<file path="src/hdl/rvb_pkg.sv">
// rvb_pkg: types, constants and microcode program of the stereo reverb core
// no dependencies; used by rvb_seq, rvb_dp and the top level
`default_nettype none

package rvb_pkg;

  typedef logic [4:0] wsel_t;

  // reverb word numbers in preset order
  localparam wsel_t W_DAPF1  = 5'd0;
  localparam wsel_t W_DAPF2  = 5'd1;
  localparam wsel_t W_VIIR   = 5'd2;
  localparam wsel_t W_VCOMB1 = 5'd3;
  localparam wsel_t W_VCOMB2 = 5'd4;
  localparam wsel_t W_VCOMB3 = 5'd5;
  localparam wsel_t W_VCOMB4 = 5'd6;
  localparam wsel_t W_VWALL  = 5'd7;
  localparam wsel_t W_VAPF1  = 5'd8;
  localparam wsel_t W_VAPF2  = 5'd9;
  localparam wsel_t W_MLSAME = 5'd10;
  localparam wsel_t W_MRSAME = 5'd11;
  localparam wsel_t W_MLCOMB1 = 5'd12;
  localparam wsel_t W_MRCOMB1 = 5'd13;
  localparam wsel_t W_MLCOMB2 = 5'd14;
  localparam wsel_t W_MRCOMB2 = 5'd15;
  localparam wsel_t W_DLSAME = 5'd16;
  localparam wsel_t W_DRSAME = 5'd17;
  localparam wsel_t W_MLDIFF = 5'd18;
  localparam wsel_t W_MRDIFF = 5'd19;
  localparam wsel_t W_MLCOMB3 = 5'd20;
  localparam wsel_t W_MRCOMB3 = 5'd21;
  localparam wsel_t W_MLCOMB4 = 5'd22;
  localparam wsel_t W_MRCOMB4 = 5'd23;
  localparam wsel_t W_DLDIFF = 5'd24;
  localparam wsel_t W_DRDIFF = 5'd25;
  localparam wsel_t W_MLAPF1 = 5'd26;
  localparam wsel_t W_MRAPF1 = 5'd27;
  localparam wsel_t W_MLAPF2 = 5'd28;
  localparam wsel_t W_MRAPF2 = 5'd29;
  localparam wsel_t W_VLIN   = 5'd30;
  localparam wsel_t W_VRIN   = 5'd31;

  localparam logic CMD_SAMPLE = 1'b0;
  localparam logic CMD_WORD   = 1'b1;

  typedef enum logic [3:0] {
    U_NOP, U_RD, U_LD, U_MULQ, U_MULR, U_MULA, U_PSET, U_PADD,
    U_PSUB, U_RADD, U_RSUB, U_RLD, U_QADD, U_SAT, U_WR, U_END
  } uop_op_t;

  typedef enum logic [1:0] {SB_NONE, SB_ONE, SB_D1, SB_D2} sub_t;

  typedef logic [2:0] rsel_t;
  localparam rsel_t R_XL = 3'd0;
  localparam rsel_t R_XR = 3'd1;
  localparam rsel_t R_PL = 3'd2;
  localparam rsel_t R_PR = 3'd3;
  localparam rsel_t R_SL = 3'd4;
  localparam rsel_t R_SR = 3'd5;
  localparam rsel_t R_OL = 3'd6;
  localparam rsel_t R_OR = 3'd7;

  typedef struct packed {
    uop_op_t op;
    wsel_t   w;
    sub_t    sub;
    rsel_t   r;
  } uop_t;

  typedef enum logic [1:0] {ST_CLEAR, ST_IDLE, ST_RUN} state_t;

  typedef logic [6:0] pc_t;
  localparam pc_t PC_END = 7'd124;

  function automatic uop_t mk(uop_op_t op, wsel_t w, sub_t sub, rsel_t r);
    uop_t u;
    u.op  = op;
    u.w   = w;
    u.sub = sub;
    u.r   = r;
    return u;
  endfunction

  // one reflection filter: s = sat(((x + d*wall - prev) * iir) + prev)
  function automatic uop_t f_refl(logic [3:0] k, rsel_t x, wsel_t m, wsel_t d,
                                  rsel_t s, rsel_t p);
    uop_t u;
    case (k)
      4'd0:  u = mk(U_RD,   m,       SB_ONE,  R_XL);
      4'd1:  u = mk(U_LD,   W_DAPF1, SB_NONE, p);
      4'd2:  u = mk(U_RD,   d,       SB_NONE, R_XL);
      4'd3:  u = mk(U_MULQ, W_VWALL, SB_NONE, R_XL);
      4'd4:  u = mk(U_PSET, W_DAPF1, SB_NONE, R_XL);
      4'd5:  u = mk(U_RADD, W_DAPF1, SB_NONE, x);
      4'd6:  u = mk(U_RSUB, W_DAPF1, SB_NONE, p);
      4'd7:  u = mk(U_MULA, W_VIIR,  SB_NONE, R_XL);
      4'd8:  u = mk(U_PSET, W_DAPF1, SB_NONE, R_XL);
      4'd9:  u = mk(U_RADD, W_DAPF1, SB_NONE, p);
      4'd10: u = mk(U_SAT,  W_DAPF1, SB_NONE, s);
      default: u = mk(U_NOP, W_DAPF1, SB_NONE, R_XL);
    endcase
    return u;
  endfunction

  // four comb taps summed into o
  function automatic uop_t f_comb(logic [3:0] k, wsel_t m1, wsel_t m2, wsel_t m3,
                                  wsel_t m4, rsel_t o);
    uop_t u;
    case (k)
      4'd0:  u = mk(U_RD,   m1,       SB_NONE, R_XL);
      4'd1:  u = mk(U_MULQ, W_VCOMB1, SB_NONE, R_XL);
      4'd2:  u = mk(U_PSET, W_DAPF1,  SB_NONE, R_XL);
      4'd3:  u = mk(U_RD,   m2,       SB_NONE, R_XL);
      4'd4:  u = mk(U_MULQ, W_VCOMB2, SB_NONE, R_XL);
      4'd5:  u = mk(U_PADD, W_DAPF1,  SB_NONE, R_XL);
      4'd6:  u = mk(U_RD,   m3,       SB_NONE, R_XL);
      4'd7:  u = mk(U_MULQ, W_VCOMB3, SB_NONE, R_XL);
      4'd8:  u = mk(U_PADD, W_DAPF1,  SB_NONE, R_XL);
      4'd9:  u = mk(U_RD,   m4,       SB_NONE, R_XL);
      4'd10: u = mk(U_MULQ, W_VCOMB4, SB_NONE, R_XL);
      4'd11: u = mk(U_PADD, W_DAPF1,  SB_NONE, R_XL);
      4'd12: u = mk(U_SAT,  W_DAPF1,  SB_NONE, o);
      default: u = mk(U_NOP, W_DAPF1, SB_NONE, R_XL);
    endcase
    return u;
  endfunction

  // one all-pass stage for both channels, o held in R_OL / R_OR
  function automatic uop_t f_ap(logic [4:0] k, wsel_t ml, wsel_t mr, sub_t sb,
                                wsel_t v);
    uop_t u;
    case (k)
      5'd0:  u = mk(U_RD,   ml,      sb,      R_XL);
      5'd1:  u = mk(U_MULQ, v,       SB_NONE, R_XL);
      5'd2:  u = mk(U_RLD,  W_DAPF1, SB_NONE, R_OL);
      5'd3:  u = mk(U_PSUB, W_DAPF1, SB_NONE, R_XL);
      5'd4:  u = mk(U_SAT,  W_DAPF1, SB_NONE, R_SL);
      5'd5:  u = mk(U_RD,   mr,      sb,      R_XL);
      5'd6:  u = mk(U_MULQ, v,       SB_NONE, R_XL);
      5'd7:  u = mk(U_RLD,  W_DAPF1, SB_NONE, R_OR);
      5'd8:  u = mk(U_PSUB, W_DAPF1, SB_NONE, R_XL);
      5'd9:  u = mk(U_SAT,  W_DAPF1, SB_NONE, R_SR);
      5'd10: u = mk(U_WR,   ml,      SB_NONE, R_SL);
      5'd11: u = mk(U_WR,   mr,      SB_NONE, R_SR);
      5'd12: u = mk(U_RD,   ml,      sb,      R_XL);
      5'd13: u = mk(U_MULR, v,       SB_NONE, R_SL);
      5'd14: u = mk(U_PSET, W_DAPF1, SB_NONE, R_XL);
      5'd15: u = mk(U_QADD, W_DAPF1, SB_NONE, R_XL);
      5'd16: u = mk(U_SAT,  W_DAPF1, SB_NONE, R_OL);
      5'd17: u = mk(U_RD,   mr,      sb,      R_XL);
      5'd18: u = mk(U_MULR, v,       SB_NONE, R_SR);
      5'd19: u = mk(U_PSET, W_DAPF1, SB_NONE, R_XL);
      5'd20: u = mk(U_QADD, W_DAPF1, SB_NONE, R_XL);
      5'd21: u = mk(U_SAT,  W_DAPF1, SB_NONE, R_OR);
      default: u = mk(U_NOP, W_DAPF1, SB_NONE, R_XL);
    endcase
    return u;
  endfunction

  // whole per-sample program
  function automatic uop_t prog(pc_t pc);
    uop_t u;
    if (pc < 7'd6) begin
      case (pc)
        7'd0: u = mk(U_MULR, W_VLIN,  SB_NONE, R_XL);
        7'd1: u = mk(U_PSET, W_DAPF1, SB_NONE, R_XL);
        7'd2: u = mk(U_SAT,  W_DAPF1, SB_NONE, R_XL);
        7'd3: u = mk(U_MULR, W_VRIN,  SB_NONE, R_XR);
        7'd4: u = mk(U_PSET, W_DAPF1, SB_NONE, R_XL);
        default: u = mk(U_SAT, W_DAPF1, SB_NONE, R_XR);
      endcase
    end else if (pc < 7'd17) begin
      u = f_refl(4'(pc - 7'd6), R_XL, W_MLSAME, W_DLSAME, R_SL, R_PL);
    end else if (pc < 7'd28) begin
      u = f_refl(4'(pc - 7'd17), R_XR, W_MRSAME, W_DRSAME, R_SR, R_PR);
    end else if (pc == 7'd28) begin
      u = mk(U_WR, W_MLSAME, SB_NONE, R_SL);
    end else if (pc == 7'd29) begin
      u = mk(U_WR, W_MRSAME, SB_NONE, R_SR);
    end else if (pc < 7'd41) begin
      u = f_refl(4'(pc - 7'd30), R_XL, W_MLDIFF, W_DRDIFF, R_SL, R_PL);
    end else if (pc < 7'd52) begin
      u = f_refl(4'(pc - 7'd41), R_XR, W_MRDIFF, W_DLDIFF, R_SR, R_PR);
    end else if (pc == 7'd52) begin
      u = mk(U_WR, W_MLDIFF, SB_NONE, R_SL);
    end else if (pc == 7'd53) begin
      u = mk(U_WR, W_MRDIFF, SB_NONE, R_SR);
    end else if (pc < 7'd67) begin
      u = f_comb(4'(pc - 7'd54), W_MLCOMB1, W_MLCOMB2, W_MLCOMB3, W_MLCOMB4, R_OL);
    end else if (pc < 7'd80) begin
      u = f_comb(4'(pc - 7'd67), W_MRCOMB1, W_MRCOMB2, W_MRCOMB3, W_MRCOMB4, R_OR);
    end else if (pc < 7'd102) begin
      u = f_ap(5'(pc - 7'd80), W_MLAPF1, W_MRAPF1, SB_D1, W_VAPF1);
    end else if (pc < PC_END) begin
      u = f_ap(5'(pc - 7'd102), W_MLAPF2, W_MRAPF2, SB_D2, W_VAPF2);
    end else begin
      u = mk(U_END, W_DAPF1, SB_NONE, R_XL);
    end
    return u;
  endfunction

endpackage

`default_nettype wire

</file>
<file path="src/hdl/rvb_seq.sv">
// rvb_seq: control state machine, program counter and memory clear counter
// depends on rvb_pkg
`default_nettype none

module rvb_seq #(
  parameter int ADDR_BITS = 18
) (
  input  wire logic                 clk,
  input  wire logic                 rst_n,
  input  wire logic                 in_valid,
  input  wire logic                 in_command,
  output logic                      in_stall,
  output logic                      out_valid,
  input  wire logic                 out_stall,
  output rvb_pkg::uop_t             uop,
  output logic                      go,
  output logic                      cfg_we,
  output logic                      done,
  output logic                      clr_en,
  output logic [ADDR_BITS-1:0]      clr_addr
);
  import rvb_pkg::*;

  state_t                state_r, state_nxt;
  pc_t                   pc_r, pc_nxt;
  logic [ADDR_BITS-1:0]  clr_r, clr_nxt;
  logic                  out_valid_r, out_valid_nxt;

  always_ff @(posedge clk) begin
    if (!rst_n) begin
      state_r     <= ST_CLEAR;
      pc_r        <= '0;
      clr_r       <= '0;
      out_valid_r <= 1'b0;
    end else begin
      state_r     <= state_nxt;
      pc_r        <= pc_nxt;
      clr_r       <= clr_nxt;
      out_valid_r <= out_valid_nxt;
    end
  end

  always_comb begin
    state_nxt = state_r;
    pc_nxt    = pc_r;
    clr_nxt   = clr_r;
    uop       = mk(U_NOP, W_DAPF1, SB_NONE, R_XL);
    go        = 1'b0;
    cfg_we    = 1'b0;
    done      = 1'b0;
    clr_en    = 1'b0;
    in_stall  = 1'b1;
    case (state_r)
      ST_CLEAR: begin
        clr_en  = 1'b1;
        clr_nxt = clr_r + 1'b1;
        if (clr_r == '1) begin
          state_nxt = ST_IDLE;
        end
      end
      ST_IDLE: begin
        in_stall = 1'b0;
        if (in_valid) begin
          if (in_command == CMD_WORD) begin
            cfg_we = 1'b1;
          end else begin
            go        = 1'b1;
            pc_nxt    = '0;
            state_nxt = ST_RUN;
          end
        end
      end
      ST_RUN: begin
        uop = prog(pc_r);
        if (pc_r == PC_END) begin
          // hold the last step until the output register is free
          if (!out_valid_r || !out_stall) begin
            done      = 1'b1;
            state_nxt = ST_IDLE;
          end
        end else begin
          pc_nxt = pc_r + 1'b1;
        end
      end
      default: begin
        state_nxt = ST_CLEAR;
      end
    endcase
    out_valid_nxt = done | (out_valid_r & out_stall);
  end

  assign out_valid = out_valid_r;
  assign clr_addr  = clr_r;

endmodule

`default_nettype wire

</file>
<file path="config.mk">
export PLATFORM = sky130hd
export DESIGN_NAME = rvb_seq
export DESIGN_NICKNAME = d
export VERILOG_FILES = /design/src/hdl/rvb_pkg.sv /design/src/hdl/rvb_seq.sv
export SDC_FILE = /design/constraint.sdc
export NUM_CORES = 1
export LEC_CHECK = 0
export BUFFER_PORTS_ARGS = -buffer_cell sky130_fd_sc_hd__buf_2
export CAP_MARGIN = 20
export CORE_AREA = 3 3 134 136
export CTS_CLUSTER_SIZE = 10
export DETAILED_ROUTE_END_ITERATION = 10
export DIE_AREA = 0 0 137 139
export HOLD_SLACK_MARGIN = 0.1
export PLACE_DENSITY = 0.43
export SYNTH_ARGS = -nofsm -noshare
export SYNTH_HDL_FRONTEND = slang
export SYNTH_SLANG_ARGS = --single-unit
</file>
<file path="constraint.sdc">
create_clock -name clk -period 3.43 [get_ports clk]
set_input_delay 0.5145 -clock clk [delete_from_list [all_inputs] [get_ports clk]]
set_output_delay 0.5145 -clock clk [all_outputs]
set_load 0.02 [all_outputs]
</file>
==> impl_metrics.json, run 1 <==
{
  "start_kind": "register",
  "viasPerCell": 5.97,
  "syn_area_um2": 5020,
  "htreeDepth": 1,
  "gr-usage-met2_pct": 35.2,
  "p_sw_w": 0.000122,
  "syn_avg_cell_area_um2": 7.06,
  "port_buffers": 42,
  "synthesis.nets": 738,
  "outcome": "finished clean",
  "seq_area_frac_synth_pct": 11.2,
  "p_clk_share_pct": 44.3,
  "ys.warnings.count": 0,
  "worstPathRequired_ns": 2.92,
  "fmax_mhz": 295,
  "swShare_pct": 19.1,
  "netlist_instances": 712,
  "fillers": 1909,
  "ys.flop_type": "dfxtp_1",
  "routedWlPerCell_um": 22.0,
  "ys_ff_latch": 28,
  "grt-ovfl-total": 0,
  "leakage_nw": 2.10,
  "crit_fanout": 16,
  "cell_internal_pwr_w": 0.000516,
  "maxSlewHeadroom_pct": 50.8,
  "drtAntennaViolNets": 0,
  "grt_pass1_vias": 5717,
  "power_frac_seq_pct": 52.1,
  "hold_viol": 0,
  "cts_buffers": 3,
  "grt_use_met1_pct": 28.7,
  "fin_crit_sh_pct": 98.7,
  "clk_pin_slew_worst_paths_ns": 0.06,
  "n_antenna_cell": 0,
  "reg2reg_depth": 6,
  "drt-total-wl_mm": 21.5,
  "io_pins": 43,
  "cp_data_arrival_time_ns": 2.87,
  "synth.distinct_cells": 91,
  "async_reset_ff_share_pct": 0,
  "yosys.area.top_type": "dfxtp_1",
  "dp_hpwl_mm": 16.1,
  "initial_core_util_pct": 29.5,
  "finalSetupViolCount": 0,
  "synth_edf_count": 0,
  "drc": 0,
  "drive_gt1_share_pct": 23.2,
  "vias": 5825,
  "fin_area_um2": 5880,
  "nets": 777,
  "cts-root-buf": "clkbuf_16",
  "cts.sinks": 28,
  "die-area_um2": 19000,
  "rsz0062_at_grt": "true",
  "min_path_cells": 2,
  "critPathKind": "register to output pin",
  "fin_tns_setup_ns": 0,
  "chipHeight_um": 139,
  "gp_congestion": 0.982,
  "hp-class": "register to register",
  "dpl_cell_area_um2": 5630,
  "worst_pin_slew_ns": 0.738,
  "clk_latency_ns": 0.26,
  "syn_to_final_growth_pct": 17.0,
  "firstDrtPassIters": 5,
  "maxCapViolCount": 0,
  "die_x_um": 137,
  "period_needed_ns": 3.39,
  "antenna_found_initial": 0,
  "cp-end-kind": "output pin",
  "busiest_layer": "met2",
  "grt_max_degree": 41,
  "irDropWorstVdd_mv": 0.310,
  "cts_tree": "yes",
  "drtIter0Drc": 625,
  "synthTopCellsByArea": "dfxtp_1, o21ai_0, ha_1",
  "rows": 48,
  "grt_pass1_wl_mm": 33.1,
  "grtUsageTotal_pct": 21.8,
  "power_frac_comb_pct": 3.6,
  "cts_buffer_depth": 2,
  "clock_skew_ns": 0.00387,
  "synth_top_area_share_pct": 11.2,
  "grt_use_met3_pct": 2.03,
  "drv_slew": 0,
  "core_um2": 17100,
  "power_density_nw_per_um2": 108
}
[through the flow]
stage          hold WS, ns  total power [W]  instances  worst slack (ns)  util (%)
3_5_place_dp         0.498         0.000363        968             0.194      33.0
6_report             0.510         0.000637        975            0.0443      34.5
4_1_cts              0.509         0.000648        973            0.0127      33.7
5_1_grt              0.533         0.000662        975          -0.00441      34.5
3_3_place_gp         0.483         0.000362        968             0.191      33.0
2_1_floorplan        0.556         0.000353        712            0.0220         -
[state kept, by name, summed over array words and instances (netlist names)]
name and flops:
clr_addr 18, pc_r 7, state_r 2, out_valid 1
[critical path, stage by stage, from the launching register on]
cell	delay, ns
dfxtp_2	0.41
buf_12	0.18
ha_2	0.35
nand2_1	0.24
nor2b_1	0.45
o21ai_0	0.18
o31ai_1	0.24
a21oi_1	0.10
a21oi_1	0.23
buf_2	0.22
[Yosys cell counts, types with 5 or more instances]
master,n
or3_1,7
a21oi_1,41
o21a_1,5
dfxtp_1,28
ha_1,21
a31oi_1,18
nand2b_1,14
o31ai_1,7
nand3b_1,12
xor2_1,11
o211ai_1,14
a21boi_0,10
o21ai_0,58
xnor2_1,15
a21o_1,6
buf_1,5
nand2_1,68
nand4_1,12
and3_1,7
a211oi_1,9
nor2_1,49
nor2b_1,8
inv_1,14
nor3_1,20
clkbuf_1,25
buf_6,7
nand3_1,42
buf_4,10
and2_1,16
buf_2,27
mux2i_1,8
[cell usage in the layout (no fill, tap or decap), types with 5 or more instances in the layout]
cell type,n
a211oi_1,8
a21boi_0,10
a21o_1,6
a21oi_1,40
a31oi_1,18
and2_1,15
and3_1,7
buf_2,42
buf_4,57
dfxtp_1,24
ha_1,16
inv_1,11
mux2i_1,8
nand2_1,68
nand2b_1,14
nand3_1,42
nand3b_1,12
nand4_1,12
nor2_1,49
nor2b_1,8
nor3_1,19
o211ai_1,14
o21a_1,5
o21ai_0,57
o21ai_1,5
o31ai_1,7
or3_1,7
xnor2_1,15
xor2_1,11
[kinds of logic (layout without fill, tap and decap cells)]
kind of cell | after synthesis | count (layout) | share of synthesized area [%]
AO/OA/AOI/OAI | 243 | 243 | 33.7
buffers and inverters | 90 | 128 | 9.19
multiplexers | 15 | 15 | 4.06
adder cells (fa/ha/maj) | 21 | 21 | 5.23
AND/OR/NAND/NOR | 283 | 283 | 29.8
XOR/XNOR | 32 | 32 | 6.92
flip-flops | 28 | 28 | 11.2
[timing repair]
action                                  4_1_cts  5_1_grt
cloned                                        0        1
hold buffers                                  0        0
endpoints found under the setup margin        2       14
gates resized for setup                       3       26
setup buffers                                 1        1
pin swaps                                     0        2
[final timing paths]
| path | slack (ns) | startpoint | to |
|---|---|---|---|
| worst max-delay path | 0.04 | pc_r[0]$_SDFFE_PN0P_ | uop[5] |
| worst min-delay path | 0.51 | out_valid$_SDFF_PN0_ | out_valid$_SDFF_PN0_ |
| worst max register to register | 1.40 | clr_addr[3]$_SDFFE_PN0P_ | clr_addr[16]$_SDFFE_PN0P_ |
| worst min register to register | 0.51 | out_valid$_SDFF_PN0_ | out_valid$_SDFF_PN0_ |
[metal layers]
layer  wire length, um  vias up  share of wire [%]
li1                  -     2733                  -
met1              8870     2756                 41
met2             10000      272                 47
met3              1350       64                6.3
met4              1270        0                5.9
met5                 0        -                  0
[cell type report]
type | count | area [um^2] | share of cell area (%)
inverter | 16 | 63.8 | 1.09
clock buffer | 4 | 88.8 | 1.51
sequential | 28 | 566 | 9.62
tap | 225 | 282 | 4.79
multi-input combinational | 594 | 4090 | 69.5
timing repair buffer | 108 | 792 | 13.5
[power groups by stage]
stage          sequential (W)  combinational [W]  clock [W]
2_1_floorplan        0.000343          0.0000106          0
3_3_place_gp         0.000339          0.0000229          0
3_5_place_dp         0.000339          0.0000234          0
4_1_cts              0.000332          0.0000234   0.000293
5_1_grt              0.000332          0.0000255   0.000304
6_report             0.000332          0.0000228   0.000283
No activity file was read; power rests on OpenSTA's default activity.
==> inputs of run 2 (changes only) <==
Settings changed: REMOVE_ABC_BUFFERS set to 1, SETUP_SLACK_MARGIN set to 0.05.
==> impl_metrics.json, run 2 (same netlist as run 1, synthesis figures left out) <==
{
  "viasPerCell": 6.09,
  "ff2ff_setup_slack_ns": 1.45,
  "drtAntennaViolNets": 0,
  "dp.cells": 966,
  "grt_pass1_wl_mm": 33.4,
  "nets": 776,
  "vias": 5930,
  "worstPathRequired_ns": 2.92,
  "drv_slew": 0,
  "n_antenna_cell": 0,
  "power_density_nw_per_um2": 120,
  "finalSetupViolCount": 0,
  "grt_pass1_vias": 5402,
  "drive_gt1_share_pct": 23.0,
  "crit_end": "uop[6]",
  "start_kind": "register",
  "stdcell_count": 974,
  "fin_crit_sh_pct": 95.7,
  "hold_viol": 0,
  "dp_hpwl_mm": 16.1,
  "clk_latency_ns": 0.26,
  "io_pins": 43,
  "rsz0062_at_grt": "true",
  "die_x_um": 137,
  "gp_congestion": 1.01,
  "timing.final.ws_setup_ns": 0.149,
  "largest_reg_flops": 18,
  "drc": 0,
  "chipHeight_um": 139,
  "final_common_cell": "nand2_1",
  "cts-root-buf": "clkbuf_16",
  "busiest_layer": "met2",
  "hp-class": "register to register",
  "grtUsageTotal_pct": 22.0,
  "maxCapViolCount": 0,
  "routedWlPerCell_um": 21.9,
  "clock_skew_ns": 0.00823,
  "place_ws_ns": 0.214,
  "reg2reg_from": "pc_r[2]$_SDFFE_PN0P_",
  "firstDrtPassIters": 5,
  "drt-total-wl_mm": 21.4,
  "worst_pin_slew_ns": 0.714,
  "grt-ovfl-total": 0,
  "cp-end-kind": "output pin",
  "drtIter0Drc": 732,
  "fin_util_pct": 34.2,
  "crit_fanout": 25,
  "startpoint": "pc_r[1]$_SDFFE_PN0P_",
  "fmax_mhz": 305,
  "rows": 48,
  "antenna_found_initial": 0,
  "cts_buffer_depth": 2,
  "grt_use_met3_pct": 4.93,
  "htreeDepth": 1,
  "grt_max_degree": 46,
  "gr-usage-met2_pct": 33.4,
  "maxSlewHeadroom_pct": 51.9,
  "outcome": "finished clean",
  "die-area_um2": 19000,
  "core_um2": 17100,
  "period_needed_ns": 3.28,
  "mostFrequentLayoutCells": "nand2_1, buf_4, o21ai_0, nor2_1, nand3_1",
  "cts.sinks": 28,
  "initial_core_util_pct": 29.5,
  "port_buffers": 42,
  "syn_to_final_growth_pct": 16.3,
  "leakage_nw": 2.10,
  "r2r_end": "pc_r[5]$_SDFFE_PN0P_",
  "cp_data_arrival_time_ns": 2.77,
  "clk_pin_slew_worst_paths_ns": 0.07,
  "critPathKind": "register to output pin",
  "irDropWorstVdd_mv": 0.156,
  "cts_buffers": 3,
  "reg2reg_depth": 7,
  "cts_tree": "yes",
  "grt_use_met1_pct": 32.0,
  "p_total_w": 0.000700
}
==> run 2: cell types whose count changed in the layout (fill, tap and decap cells not counted), moves of 2 or more <==
cell     delta
buf_6       +2
buf_12      -2
buf_4       +2
dfxtp_4     +2
ha_2        +2
nor2_1      -2
==> run 2: timing repair <==
item | 4_1_cts | 5_1_grt
setup endpoints to repair | 10 | 14
buffers inserted | 3 | 1
resized for setup | 13 | 22
hold buffers | 0 | 0
pin swaps | 0 | 1
==> run 2: worst min path at each step <==
stage	start	depth (start not counted)	to	slack, ns
after floorplan	out_valid$_SDFF_PN0_	2	out_valid$_SDFF_PN0_	0.56
after global placement	out_valid$_SDFF_PN0_	2	out_valid$_SDFF_PN0_	0.49
after detailed placement	out_valid$_SDFF_PN0_	2	out_valid$_SDFF_PN0_	0.50
after CTS	out_valid$_SDFF_PN0_	2	out_valid$_SDFF_PN0_	0.51
after global routing	out_stall	3	out_valid$_SDFF_PN0_	0.54
final	out_valid$_SDFF_PN0_	2	out_valid$_SDFF_PN0_	0.50
==> run 2: through the flow <==
step,area (um^2),TNS [ns],hold WS [ns]
floorplan,4620,-10.91,0.556
global placement,5590,0,0.493
detailed placement,5590,0,0.496
CTS,5770,0,0.505
global route,5840,0,0.540
finish,5840,0,0.503
==> run 2: area by class of cell <==
class | count | area, um^2
Fill cell | 1865 | 11200
Clock buffer | 3 | 75.1
Multi-Input combinational cell | 594 | 4070
Inverter | 16 | 63.8
Sequential cell | 28 | 572
Tap cell | 225 | 282
Clock inverter | 1 | 30.0
Timing Repair Buffer | 107 | 744
==> run 2: per-layer routing <==
metal,share of wire (%),vias up
met5,0,-
met4,1.4,0
met3,9.5,28
met2,45,331
met1,44,2852
li1,-,2719
==> run 2: report_power, final <==
part           switching, W  total (W)  internal, W
clock network      0.000114   0.000347     0.000232
logic             0.0000142  0.0000233   0.00000916
registers        0.00000406   0.000330     0.000326
total              0.000132   0.000700     0.000568
==> run 2: critical path, cell delays in order, from the launching register on <==
cell and delay (ns):
dfxtp_2 0.35, buf_12 0.16, ha_2 0.25, a21oi_2 0.35, xnor2_2 0.21, nor3_1 0.13, o32ai_1 0.48, o21ai_0 0.20
a21oi_1 0.18, buf_2 0.19
==> inputs of run 3 (changes only) <==
Settings changed: ABC_AREA set to 1, CORE_AREA 3 3 134 136 to 3 3 123 125, DIE_AREA 0 0 137 139 to 0 0 126 128.
==> impl_metrics.json, run 3 <==
{
  "outcome": "finished clean",
  "period_needed_ns": 3.25,
  "core_um2": 14000,
  "cp_data_arrival_time_ns": 2.74,
  "cp-end-kind": "output pin",
  "synth_top_area_share_pct": 25.5,
  "ys.warnings.count": 0,
  "synth_common_cells": "nand2_1, inv_1, a21oi_1",
  "clock_skew_ns": 0.00521,
  "clk_pin_slew_worst_paths_ns": 0.07,
  "p_clk_share_pct": 31.5,
  "cts_tree": "yes",
  "yosys.area.top_type": "nand2_1",
  "power_frac_comb_pct": 36.5,
  "grt_pass1_vias": 5497,
  "vias": 5753,
  "critPathKind": "register to output pin",
  "routedWlPerCell_um": 18.4,
  "drtIter0Drc": 574,
  "crit_buf_inv": 3,
  "path_common_cell": "nand2_1",
  "gp_congestion": 1.04,
  "synth_edf_count": 0,
  "seq_area_frac_synth_pct": 13.2,
  "fmax_mhz": 307,
  "initial_core_util_pct": 30.3,
  "antenna_found_initial": 0,
  "clk_latency_ns": 0.26,
  "drtAntennaViolNets": 0,
  "netlist_instances": 812,
  "grt-ovfl-total": 0,
  "grtUsageTotal_pct": 23.3,
  "grt_max_degree": 22,
  "ys.flop_type": "dfxtp_1",
  "leakage_nw": 2.42,
  "chipHeight_um": 128,
  "yosysMostFrequentCell": "nand2_1",
  "power_density_nw_per_um2": 213,
  "cts_buffers": 3,
  "crit_chain": "buf_4, nor2_2, nand2_1, nand3_2, nand3_1, nand2_1, inv_1, nand2_1, nand2_1, nand2_1, nand2_1, nand2_1, nand2_1, nand2_1, nand2_1, nand2_1, nand2_1, a21oi_1, buf_2",
  "cp_slowest_cell": "dfxtp_1",
  "finalSetupViolCount": 0,
  "fin_tns_setup_ns": 0,
  "io_pins": 43,
  "die_x_um": 126,
  "critPathTopFamily": "simple AND/OR/NAND/NOR gates",
  "crit_fanout": 14,
  "viasPerCell": 5.45,
  "start_kind": "register",
  "crit_path_max_incr_delay_ns": 0.32,
  "firstDrtPassIters": 5,
  "power_frac_seq_pct": 32.0,
  "dp.cells": 1050,
  "async_reset_ff_share_pct": 0,
  "port_buffers": 42,
  "hp-class": "register to register",
  "worst_pin_slew_ns": 0.573,
  "drc": 0,
  "cts_buffer_depth": 2,
  "drv_slew": 0,
  "irDropWorstVdd_mv": 0.222,
  "maxCapViolCount": 0,
  "die-area_um2": 16100,
  "synth.distinct_cells": 38,
  "n_antenna_cell": 0,
  "drive_gt1_share_pct": 16.8,
  "nets": 902,
  "grt_pass1_wl_mm": 30.2,
  "swShare_pct": 35.7,
  "drt-total-wl_mm": 19.4,
  "rows": 43,
  "htreeDepth": 1,
  "fin_crit_sh_pct": 94.9,
  "mostFrequentLayoutCells": "nand2_1, inv_1, a21oi_1, nor2_1, nand3_1",
  "syn_area_um2": 4240,
  "rsz0062_at_grt": "true",
  "fillers": 1645,
  "ys_ff_latch": 28,
  "final_common_cell": "nand2_1",
  "hold_viol": 0,
  "dp_hpwl_mm": 15.4,
  "syn_to_final_growth_pct": 20.5,
  "cts-root-buf": "clkbuf_16",
  "cts.sinks": 28,
  "largest_reg_flops": 18,
  "p_sw_w": 0.000389,
  "maxSlewHeadroom_pct": 61.7,
  "synthTopCellsByArea": "nand2_1, dfxtp_1, a21oi_1",
  "worstPathRequired_ns": 2.92,
  "stdcell_count": 1055,
  "syn_avg_cell_area_um2": 5.23,
  "cell_internal_pwr_w": 0.000700
}
## run 3: metrics by stage
stage / area [um^2] / hold slack [ns] / power (W) / setup WS (ns) / util [%]
after global placement: 4870 / 0.452 / 0.000743 / 0.246 / 34.8
after global routing: 5110 / 0.508 / 0.00116 / 0.0174 / 36.6
after floorplan: 4070 / 0.531 / 0.000589 / -0.349 / -
after detailed placement: 4870 / 0.457 / 0.000735 / 0.206 / 34.8
final: 5110 / 0.470 / 0.00109 / 0.176 / 36.6
after CTS: 4990 / 0.469 / 0.00109 / 0.0457 / 35.7
## run 3: per-layer routing
layer | track usage [%] | routed length [um]
met1 | 30.7 | 8280
met4 | 9.27 | 755
met5 | 0 | 0
met3 | 2.46 | 1380
met2 | 39.2 | 9000
## run 3: layout make-up
class	instances	area, um^2	share of cell area, %
clock buffers	3	75.1	1.47
clock inverters	1	30.0	0.587
inverters	94	353	6.90
multi-input cells	659	3250	63.5
flip-flops and latches	28	567	11.1
well taps	180	225	4.40
repair buffers	90	616	12.0
## run 3: worst paths after layout
path	from	to	slack, ns	cells past startpoint
hold reg to reg	clr_addr[17]$_SDFFE_PN0P_	clr_addr[17]$_SDFFE_PN0P_	0.47	2
setup reg to reg	pc_r[2]$_SDFFE_PN0P_	pc_r[5]$_SDFFE_PN0P_	1.17	11
hold / removal	clr_addr[17]$_SDFFE_PN0P_	clr_addr[17]$_SDFFE_PN0P_	0.47	2
setup / recovery	pc_r[3]$_SDFFE_PN0P_	uop[0]	0.18	19
## run 3: repair_timing
item,4_1_cts,5_1_grt
gates resized for setup,5,35
setup buffers,0,1
setup endpoints to repair,6,13
hold buffers,0,0
## run 3: logic make-up (layout without fill, tap and decap cells)
| family | Yosys count | count (layout) | synth area share, % |
|---|---|---|---|
| simple gates | 459 | 459 | 44.5 |
| compound gates | 177 | 177 | 23.3 |
| buf+inv | 125 | 188 | 12.3 |
| flops | 28 | 28 | 13.2 |
| fa+ha+maj | 21 | 21 | 6.19 |
| xor+xnor | 2 | 2 | 0.413 |
## run 3: power groups by stage
| stage | Sequential (W) | Combinational, W | Clock, W |
|---|---|---|---|
| 6_report | 0.000349 | 0.000398 | 0.000343 |
| 2_1_floorplan | 0.000367 | 0.000222 | 0 |
| 3_5_place_dp | 0.000356 | 0.000379 | 0 |
| 4_1_cts | 0.000348 | 0.000382 | 0.000357 |
| 5_1_grt | 0.000350 | 0.000439 | 0.000370 |
| 3_3_place_gp | 0.000355 | 0.000389 | 0 |
## run 3: worst reg2reg max path: stages, from the launching register on
cell	delay, ns
dfxtp_2	0.36
buf_6	0.23
nand2_1	0.11
nor2_1	0.19
inv_2	0.07
nor2_2	0.32
a21oi_2	0.10
nor2_2	0.30
nor2_2	0.07
clkinv_1	0.07
nor2_1	0.07
a2111oi_2	0.28
